### config.mk
export PLATFORM = sky130hd
export DESIGN_NAME = battery_charge_refill_ntc_manager_unit
export DESIGN_NICKNAME = d
export VERILOG_FILES = /design/src/bcrn_pkg.sv /design/src/bcrn_cfg_regs.sv /design/src/bcrn_ctrl.sv /design/src/battery_charge_refill_ntc_manager_unit.sv
export VERILOG_INCLUDE_DIRS = /design/src /design/src/src
export SDC_FILE = /design/constraint.sdc
export NUM_CORES = 1
export LEC_CHECK = 0
export CORE_MARGIN = 1
export CORE_UTILIZATION = 60
export DETAILED_ROUTE_END_ITERATION = 8
export DONT_BUFFER_PORTS = 1
export PLACE_DENSITY = 0.81
export SLEW_MARGIN = 20
export SYNTH_ARGS = -nofsm -noshare
export SYNTH_HDL_FRONTEND = slang
export SYNTH_SLANG_ARGS = --single-unit
export TNS_END_PERCENT = 5
### constraint.sdc
create_clock -name clk -period 5.5 [get_ports clk]
set_input_delay 1.1 -clock clk [delete_from_list [all_inputs] [get_ports clk]]
set_output_delay 1.1 -clock clk [all_outputs]
set_load 0.05 [all_outputs]
### src/battery_charge_refill_ntc_manager_unit_defines.svh
// Assertion macros for the charge supervisor.
// Used by the top level; no other dependencies.
`ifndef BATTERY_CHARGE_REFILL_NTC_MANAGER_UNIT_DEFINES_SVH
`define BATTERY_CHARGE_REFILL_NTC_MANAGER_UNIT_DEFINES_SVH

// same-cycle implication, reset gated
`define BCRN_ASSERT_NOW(label, clk_i, rstn_i, ante, cons, msg) \
	label: assert property (@(posedge clk_i) disable iff (!rstn_i) (ante) |-> (cons)) \
		else $error(msg);

// next-cycle implication, reset gated
`define BCRN_ASSERT_NEXT(label, clk_i, rstn_i, ante, cons, msg) \
	label: assert property (@(posedge clk_i) disable iff (!rstn_i) (ante) |=> (cons)) \
		else $error(msg);

`endif

### src/bcrn_pkg.sv
// Shared types and codes for the charge supervisor.
// No dependencies.
package bcrn_pkg;

	localparam int unsigned CFG_DATA_W = 16;
	localparam int unsigned CFG_IDX_W  = 3;

	// charger status codes
	localparam logic [1:0] ST_UNPLUGGED = 2'd0;
	localparam logic [1:0] ST_CHARGING  = 2'd1;
	localparam logic [1:0] ST_FULL      = 2'd2;

	// full phase codes
	localparam logic [1:0] PH_NOT_FULL = 2'd0;
	localparam logic [1:0] PH_FULL     = 2'd1;
	localparam logic [1:0] PH_REFILL   = 2'd2;

	// register indexes
	localparam logic [CFG_IDX_W-1:0] REG_REFILL_MV    = 3'd0;
	localparam logic [CFG_IDX_W-1:0] REG_STOP_HIGH    = 3'd1;
	localparam logic [CFG_IDX_W-1:0] REG_STOP_LOW     = 3'd2;
	localparam logic [CFG_IDX_W-1:0] REG_RESUME_HIGH  = 3'd3;
	localparam logic [CFG_IDX_W-1:0] REG_RESUME_LOW   = 3'd4;
	localparam logic [CFG_IDX_W-1:0] REG_TICK_LIMIT   = 3'd5;
	localparam logic [CFG_IDX_W-1:0] REG_CUR_LIMIT    = 3'd6;
	localparam logic [CFG_IDX_W-1:0] REG_GUARD_ENABLE = 3'd7;

	// current count clears on multiples of this refill tick count
	localparam int unsigned CLEAR_PERIOD = 20;
	localparam int unsigned MOD_W        = 5;

	typedef struct packed {
		logic [12:0]        refill_mv;
		logic signed [7:0]  stop_high;
		logic signed [7:0]  stop_low;
		logic signed [7:0]  resume_high;
		logic signed [7:0]  resume_low;
		logic [15:0]        tick_limit;
		logic [15:0]        cur_limit;
		logic               guard_en;
	} cfg_t;

	typedef struct packed {
		logic [1:0]         status;
		logic [12:0]        mv;
		logic signed [7:0]  temp;
		logic               cur;
	} item_t;

	typedef struct packed {
		logic       enable;
		logic [1:0] phase;
		logic       tstop;
	} result_t;

	typedef struct packed {
		logic             enable;
		logic [1:0]       phase;
		logic             tstop;
		logic [15:0]      ticks;
		logic [15:0]      cur_ticks;
		logic [MOD_W-1:0] tick_mod;
	} state_t;

endpackage

### src/bcrn_cfg_regs.sv
// Configuration register file of the charge supervisor.
// Depends on bcrn_pkg.
module bcrn_cfg_regs import bcrn_pkg::*; (
	input  logic                  clk,
	input  logic                  arst_n,
	input  logic                  wr_en,
	input  logic [CFG_IDX_W-1:0]  wr_index,
	input  logic [CFG_DATA_W-1:0] wr_data,
	output cfg_t                  cfg
);

	cfg_t cfg_q;

	always_ff @(posedge clk or negedge arst_n) begin
		if (!arst_n) begin
			cfg_q.refill_mv   <= 13'd4100;
			cfg_q.stop_high   <= 8'sd45;
			cfg_q.stop_low    <= 8'sd0;
			cfg_q.resume_high <= 8'sd43;
			cfg_q.resume_low  <= 8'sd2;
			cfg_q.tick_limit  <= 16'd240;
			cfg_q.cur_limit   <= 16'd10;
			cfg_q.guard_en    <= 1'b1;
		end else if (wr_en) begin
			unique case (wr_index)
				REG_REFILL_MV:    cfg_q.refill_mv   <= wr_data[12:0];
				REG_STOP_HIGH:    cfg_q.stop_high   <= wr_data[7:0];
				REG_STOP_LOW:     cfg_q.stop_low    <= wr_data[7:0];
				REG_RESUME_HIGH:  cfg_q.resume_high <= wr_data[7:0];
				REG_RESUME_LOW:   cfg_q.resume_low  <= wr_data[7:0];
				REG_TICK_LIMIT:   cfg_q.tick_limit  <= wr_data[15:0];
				REG_CUR_LIMIT:    cfg_q.cur_limit   <= wr_data[15:0];
				REG_GUARD_ENABLE: cfg_q.guard_en    <= wr_data[0];
				default: ;
			endcase
		end
	end

	assign cfg = cfg_q;

endmodule

### src/bcrn_ctrl.sv
// Supervision state and its next-state logic for one tick.
// Depends on bcrn_pkg.
module bcrn_ctrl import bcrn_pkg::*; (
	input  logic    clk,
	input  logic    arst_n,
	input  logic    commit,
	input  item_t   item,
	input  cfg_t    cfg,
	output result_t res_next,
	output state_t  state
);

	state_t st_q;
	state_t st_d;
	logic [15:0] ticks_inc;
	logic [MOD_W-1:0] mod_inc;
	logic stop_hit;

	always_comb begin
		st_d      = st_q;
		ticks_inc = st_q.ticks + 16'd1;
		// tick_mod tracks ticks mod 20, including the 16-bit wrap
		if (ticks_inc == 16'd0 || st_q.tick_mod == MOD_W'(CLEAR_PERIOD - 1))
			mod_inc = '0;
		else
			mod_inc = st_q.tick_mod + MOD_W'(1);
		stop_hit = (item.temp > cfg.stop_high) || (item.temp < cfg.stop_low);

		case (item.status)
			ST_UNPLUGGED: begin
				st_d.phase  = PH_NOT_FULL;
				st_d.tstop  = 1'b0;
				st_d.enable = 1'b1;
			end
			ST_CHARGING: begin
				if (cfg.guard_en) begin
					if (!st_q.tstop && stop_hit) begin
						st_d.tstop  = 1'b1;
						st_d.enable = 1'b0;
					end
					// resume test sees the flag as just updated
					if (st_d.tstop && item.temp < cfg.resume_high &&
					    item.temp > cfg.resume_low) begin
						st_d.tstop  = 1'b0;
						st_d.enable = 1'b1;
					end
				end
			end
			ST_FULL: begin
				st_d.tstop = 1'b0;
				if (st_q.phase == PH_NOT_FULL) begin
					st_d.phase  = PH_FULL;
					st_d.enable = 1'b0;
				end else if (st_q.phase == PH_FULL) begin
					if (item.mv < cfg.refill_mv) begin
						st_d.phase     = PH_REFILL;
						st_d.ticks     = '0;
						st_d.cur_ticks = '0;
						st_d.tick_mod  = '0;
						st_d.enable    = 1'b1;
					end
				end else begin
					st_d.ticks    = ticks_inc;
					st_d.tick_mod = mod_inc;
					if (item.cur)
						st_d.cur_ticks = st_q.cur_ticks + 16'd1;
					else if (mod_inc == '0)
						st_d.cur_ticks = '0;
					if (st_d.ticks > cfg.tick_limit || st_d.cur_ticks > cfg.cur_limit) begin
						st_d.phase  = PH_FULL;
						st_d.enable = 1'b0;
					end
				end
			end
			default: ;
		endcase
	end

	always_ff @(posedge clk or negedge arst_n) begin
		if (!arst_n) begin
			st_q.enable    <= 1'b1;
			st_q.phase     <= PH_NOT_FULL;
			st_q.tstop     <= 1'b0;
			st_q.ticks     <= '0;
			st_q.cur_ticks <= '0;
			st_q.tick_mod  <= '0;
		end else if (commit) begin
			st_q <= st_d;
		end
	end

	assign res_next.enable = st_d.enable;
	assign res_next.phase  = st_d.phase;
	assign res_next.tstop  = st_d.tstop;
	assign state           = st_q;

endmodule

### src/battery_charge_refill_ntc_manager_unit.sv
// Top level of the charge supervisor: input register, state update, result register.
// Depends on bcrn_pkg, bcrn_cfg_regs, bcrn_ctrl and the assertion macro header.
//
//  channel | direction | handshake          | payload
//  --------+-----------+--------------------+---------------------------------------------
//  in      | input     | in_valid/in_stall  | charger_status, battery_millivolts, ...
//  out     | output    | out_valid/out_stall| charger_enable, full_phase, thermal_stopped
//  config  | input     | wr_en              | wr_index, wr_data
//
// One beat per cycle sustained while out_stall is low; a tick taken into the input
// register moves on into the result register and is offered at the output from there.
// A tick passes through the input register and the result register; the state update
// happens as a tick moves from one to the other.
// Reset restores the register defaults and the charger-on state; no clearing pass.
// A stalled result holds; the input side stalls only when both registers are full
// and the result is stalled.
`include "battery_charge_refill_ntc_manager_unit_defines.svh"

module battery_charge_refill_ntc_manager_unit import bcrn_pkg::*; (
	input  logic                  clk,
	input  logic                  arst_n,
	input  logic                  in_valid,
	output logic                  in_stall,
	input  logic [1:0]            charger_status,
	input  logic [12:0]           battery_millivolts,
	input  logic signed [7:0]     temperature,
	input  logic                  current_present,
	output logic                  out_valid,
	input  logic                  out_stall,
	output logic                  charger_enable,
	output logic [1:0]            full_phase,
	output logic                  thermal_stopped,
	input  logic                  wr_en,
	input  logic [CFG_IDX_W-1:0]  wr_index,
	input  logic [CFG_DATA_W-1:0] wr_data
);

	cfg_t    cfg;
	item_t   item_s1;
	logic    valid_s1;
	result_t res_s2;
	logic    valid_s2;
	result_t res_next;
	state_t  state;
	logic    advance;
	logic    accept;

	assign advance  = valid_s1 && (!valid_s2 || !out_stall);
	assign in_stall = valid_s1 && !advance;
	assign accept   = in_valid && !in_stall;

	bcrn_cfg_regs u_cfg (
		.clk      (clk),
		.arst_n   (arst_n),
		.wr_en    (wr_en),
		.wr_index (wr_index),
		.wr_data  (wr_data),
		.cfg      (cfg)
	);

	bcrn_ctrl u_ctrl (
		.clk      (clk),
		.arst_n   (arst_n),
		.commit   (advance),
		.item     (item_s1),
		.cfg      (cfg),
		.res_next (res_next),
		.state    (state)
	);

	always_ff @(posedge clk or negedge arst_n) begin
		if (!arst_n) begin
			valid_s1 <= 1'b0;
		end else if (accept) begin
			valid_s1 <= 1'b1;
		end else if (advance) begin
			valid_s1 <= 1'b0;
		end
	end

	always_ff @(posedge clk) begin
		if (accept) begin
			item_s1.status <= charger_status;
			item_s1.mv     <= battery_millivolts;
			item_s1.temp   <= temperature;
			item_s1.cur    <= current_present;
		end
	end

	always_ff @(posedge clk or negedge arst_n) begin
		if (!arst_n) begin
			valid_s2 <= 1'b0;
		end else if (advance) begin
			valid_s2 <= 1'b1;
		end else if (!out_stall) begin
			valid_s2 <= 1'b0;
		end
	end

	always_ff @(posedge clk) begin
		if (advance)
			res_s2 <= res_next;
	end

	assign out_valid       = valid_s2;
	assign charger_enable  = res_s2.enable;
	assign full_phase      = res_s2.phase;
	assign thermal_stopped = res_s2.tstop;

	`BCRN_ASSERT_NOW(a_tstop_off, clk, arst_n, state.tstop, !state.enable, "thermal stop with charger on")
	`BCRN_ASSERT_NOW(a_mod_track, clk, arst_n, 1'b1, state.tick_mod == MOD_W'(state.ticks % CLEAR_PERIOD), "refill tick phase out of step")
	`BCRN_ASSERT_NEXT(a_adv_out, clk, arst_n, advance, valid_s2, "advanced tick missing at output")
	`BCRN_ASSERT_NOW(a_stall_full, clk, arst_n, in_stall, valid_s1 && valid_s2 && out_stall, "input stalled with room")

endmodule
# Yosys cells after proc, flatten, opt, wreduce, memory -nomap -nowiden
# Cells that the tools add are included.
[totals] inputBits=48 reg_bits=149 output_inout_bits=6
[classes] eq_ne=13 muxes=27 magnitude_cmp=7 n_addsub=3 bitwise_logic=1 reduce_logical=31
[ops] operator="16-bit 2-to-1 mux" n=5
[ops] operator="37-bit 2-to-1 mux" n=2
[ops] operator="16-bit by 1-bit adder with 16-bit output (second input constant)" n=2
[ops] operator="16-bit greater-than comparator" n=2
[ops] operator="8-bit greater-than comparator" n=2
[ops] operator="16-bit logical NOT" n=1
[ops] operator="8-bit < comparator" n=2
[ops] operator="2-bit AND reduction" n=8
[ops] operator="13-bit < comparator" n=1
[ops] operator="3-bit equality test (second input constant)" n=4
[ops] operator="1-bit 2-to-1 mux" n=12
[ops] operator="3-bit 2-to-1 mux" n=4
[ops] operator="3-bit by 2-bit equality test with 1-bit output (second input constant)" n=2
[ops] operator="1-bit logical AND" n=6
[ops] operator="5-bit by 1-bit adder with 5-bit output (second input constant)" n=1
[ops] operator="5-bit equality test (second input constant)" n=1
[ops] operator="1-bit logical NOT" n=5
[ops] operator="5-bit logical NOT" n=1
[ops] operator="5-bit 2-to-1 mux" n=1
[ops] operator="2-bit by 1-bit equality test with 1-bit output (second input constant)" n=2
[ops] operator="2-bit logical NOT" n=2
[ops] operator="1-bit logical OR" n=4
[ops] operator="2-bit case mux with 2 select lines" n=1
[ops] operator="4-bit AND reduction" n=1
[ops] operator="other kinds (10)" n=10

# Depth between registers and ports, before layout
[logic_depth] depth_word=16 mapped_depth=20

# By module
# A second synthesis with hierarchy kept.
[hier_totals] hier_cells=846 area_unflattened_um2=8744.6
[modules_own_cells] mod="bcrn_ctrl" n_inst=1 cells_each=636 area_each_um2=4718.3 seq_area_each_um2=1027.2
[modules_own_cells] mod="bcrn_cfg_regs" n_inst=1 cells_each=174 area_each_um2=3093.0 seq_area_each_um2=1974.4
[modules_own_cells] mod="battery_charge_refill_ntc_manager_unit" n_inst=1 cells_each=36 area_each_um2=933.4 seq_area_each_um2=890.9

# Worst setup path after synthesis
# Ideal clock, no wire load.
[synth_path] path_type="flip-flop to flip-flop" from="register u_ctrl.st_q (netlist bit u_ctrl.state[21])" to="register u_ctrl.st_q (netlist bit u_ctrl.state[40])" path_slack_ps=1425 t_arrival_ps=3993 stages_incl_launch_ff=19 path_buffers=1 cell_sequence="dfrtp_1 > ha_1 > nand2_1 > nor3_2 > and3b_1 > o21ai_2 > a2111oi_4 > nor2_2 > buf_6 > nand3_1 > o21ai_1 > ha_1 > nand4_1 > a2111oi_0 > a2111o_1 > a22oi_1 > or3_1 > a22o_1 > mux2_2"
[synth_lines] element="start, declared" line_no="bcrn_ctrl.sv:13" text="state_t st_q;"
[synth_lines] element="start signal, assigned" line_no="bcrn_ctrl.sv:88" text="st_q <= st_d;"

==> results.txt <==
Post-CTS Repair Setup Buffers: 0
min-delay worst type: in -> async
Final Slew Violations: 0
count of maximum capacitance violations: 0
Starting Density: 61.8%
proportion of register bits with asynchronous set or reset after synthesis: 81.2%
final weighted congestion in routability-driven placement: 0.879
number of unique standard cell types used by synthesis: 66
critical register-to-register path startpoint: u_ctrl.state[21]
clock group share of total power: 33.0%
First-pass DRT Iterations: 6
Placement Setup Slack: 855 ps
fraction of the mapped netlist area in adder cells: 11.3%
final setup fails: 0
maximum fanout along the worst path: 15
detail-routed via count per cell: 6.13
transition time at the pin with the least slew margin: 1020 ps
Slew HR: 32.0%
complex-gate fraction of the synthesized area: 14.6%
total of cells resized after clock tree synthesis: 0
number of cells on the worst reg-to-reg path: 17
fraction of power spent switching nets: 32.2%
per-instance average area after synthesis: 9.76 um2
vias in the first global route: 6153
number of port buffers: 0
static leakage power: 4.19 nW
CTS tree: done
global routing met1 resource utilization: 36.9%
total global-route track usage: 27.5%
Post-Route Skew: 12.1 ps
CTS Buffer Depth: 2
synth top area cells: dfrtp_1, ha_1, edfxtp_1
Largest delay share family, worst path: compound AO/OA/AOI/OAI gates
CTS sink count: 149
hold-fix buffers at CTS: 0
area share of and/or/nand/nor cells after synthesis: 15.2%
met2 Track Usage GR: 43.9%
Fin Hold WS: 374 ps
area added between synthesis and finish: 8.24%
Die X-Extent: 122 um
site row count: 43
fin worst setup slack: 761 ps
most instantiated cells after synthesis: dfrtp_1, inv_1, nand2_1
H-Tree Depth: 4
mux cell area share after synthesis: 6.32%
residual antenna-violating net count after detailed routing: 0
Switching Power: 1.12 mW
area inside the core boundary: 0.0139 mm2
power density of the placed cells: 373 mW/mm2
period utilization: 86.2%
most used routing layer in global routing: met2
sequence of cells on the critical path: ha_1 -> and2_1 -> nand4_1 -> o21ai_1 -> o2111ai_2 -> a2111oi_4 -> nor2_2 -> nand3_1 -> o21ai_0 -> ha_1 -> nand4_1 -> a2111oi_0 -> a2111o_1 -> a22oi_1 -> or3_1 -> a22o_1 -> mux2_2
number of enable-type register cells in the synthesized netlist: 28
crit path time final: 4740 ps
most frequently used flop master after synthesis: dfrtp_1
die span in y: 122 um
highest clock rate: 211 MHz
placed instance count: 1034
flop and latch count out of synthesis: 149
top-level port count: 54
largest net degree at the start of global routing: 122
Detailed Route WL: 19.0 mm
buffering stage count on the worst path with inverters included: 0
data required time at the worst endpoint: 5860 ps
FF-to-FF setup slack: 760 ps
Synth Cell Area: 0.00861 mm2
insertion delay of the later-clocked pin in the worst-skew pair: 430 ps
fraction of final layout cells with drive strength greater than 1: 13.1%
synthesized instance count: 882
initial antenna violation count: 0
post-layout util: 66.9%
Multi-input gate area: 0.00424 mm2
layout filler cell count: 1047
summed negative setup slack over all endpoints: 0 ps
clock root cell: clkbuf_16
design internal power: 2.36 mW
met3 track utilization from global routing: 6.27%
most common cell in the synthesized netlist: dfrtp_1
count of final hold-check violations: 0
Total Die Area: 0.0148 mm2
kind of launch point of the worst setup path: flop
FF+latch area: 0.00389 mm2
net count of the mapped netlist: 1008
first-pass GRT wire length: 30.9 mm
average detailed-routed wire length per instance: 17.8 um
slowest CP cell: a2111oi_4
maximum vdd drop: 0.291 mV
RSZ-0062 raised after global routing: false
total gr overflow: 0
Seq pwr share: 43.7%
detailed-route DRC error count: 0
total number of nets in the final design: 999
number of CTS-inserted buffers: 17
area share of the leading cell type in the synthesized netlist: 29.6%
outcome: finished clean
Crit Path Category: reg -> reg
Worst R2R End: u_ctrl.state[40]
post-detail-place hpwl: 13.2 mm
top cell type by total area after synthesis: dfrtp_1
largest family of logic cells by synthesized area: simple AND/OR/NAND/NOR gates
number of DRC violations after detailed-routing iteration 0: 552
number of inserted diodes: 0
power share of the combinational group: 23.3%
element type at the critical path end: flop
CTS clock-pin slew for the worst setup and hold paths: 60 ps
CP Data Arrival Time: 5100 ps
synthesized-area fraction occupied by xor and xnor cells: 1.53%
share of synthesized area occupied by flip-flops and latches: 45.2%
total vias in the final route: 6536
stage delay of the slowest cell on the critical path: 590 ps
Yosys warning total: 0
final std cells w/o fill: 1066
==> power groups by stage <==
stage	clock [mW]	combinational [mW]	sequential (mW)
global route	1.20	0.924	1.54
detailed placement	0	0.789	1.53
CTS	1.15	0.806	1.52
finish	1.15	0.810	1.52
floorplan	0	0.646	1.47
global placement	0	0.752	1.53
==> state kept, by name, summed over array words and instances (netlist names) <==
| name | count |
|---|---|
| charger_enable | 1 |
| full_phase | 2 |
| item_s1 | 24 |
| out_valid | 1 |
| thermal_stopped | 1 |
| u_cfg.cfg | 78 |
| u_ctrl.state | 41 |
| valid_s1 | 1 |
==> worst max-delay path by stage <==
stage          slack, ps  depth (start not counted)          endpoint             start
2_1_floorplan       1420                         18  u_ctrl.state[40]  u_ctrl.state[21]
4_1_cts              850                         17  u_ctrl.state[40]  u_ctrl.state[21]
3_5_place_dp         860                         17  u_ctrl.state[40]  u_ctrl.state[21]
6_report             760                         17  u_ctrl.state[40]  u_ctrl.state[21]
3_3_place_gp        1000                         17  u_ctrl.state[40]  u_ctrl.state[21]
5_1_grt              390                         17  u_ctrl.state[40]  u_ctrl.state[21]
==> worst reg2reg max path, delay by kind of cell (launching register included) <==
kind	cells	cell delay, ps
compound gates	8	1970
fa+ha+maj	2	620
flops	1	450
mux	1	260
simple gates	6	1370
==> stage by stage <==
step	area (um2)	total power [mW]
after global placement	8740	2.28
after CTS	9320	3.48
after detailed placement	8740	2.32
after floorplan	8610	2.12
after global routing	9320	3.67
final	9320	3.48
==> cell usage in the layout (no fill, tap or decap), types with 5 or more instances in the layout <==
cell,count
a31oi_1,6
dfstp_2,19
xnor2_1,8
buf_4,7
nor3_1,19
ha_1,78
a32o_1,8
nor2_1,36
nand4_1,21
and3_1,5
o31ai_1,5
o21ai_0,65
nand2_1,87
a21oi_1,42
edfxtp_1,28
nand3_1,42
o21ai_1,23
a211oi_1,7
xor2_1,7
mux2_2,47
dfrtp_1,102
clkbuf_16,18
nor2b_1,8
nand2b_1,13
inv_1,89
nor4_1,6
==> layer usage <==
| metal | routed length (um) | vias to the layer above |
|---|---|---|
| met5 | 0 | - |
| met4 | 344 | 0 |
| li1 | - | 3141 |
| met3 | 1220 | 33 |
| met1 | 8430 | 3133 |
| met2 | 8980 | 229 |
==> kinds of logic (layout without fill, tap and decap cells) <==
logic type,after synthesis,after routing
simple gates,266,266
mux,48,48
fa+ha+maj,78,78
flops,149,149
compound gates,202,202
xor+xnor,15,15
buf+inv,124,128
==> cell type report <==
type	instances	share of cell area, %
Multi-Input combinational cell	609	45.5
Sequential cell	149	41.8
Clock buffer	21	4.95
Inverter	89	3.58
Tap cell	180	2.42
Clock inverter	11	1.24
Timing Repair Buffer	7	0.564
No activity file was read; power rests on OpenSTA's default activity.
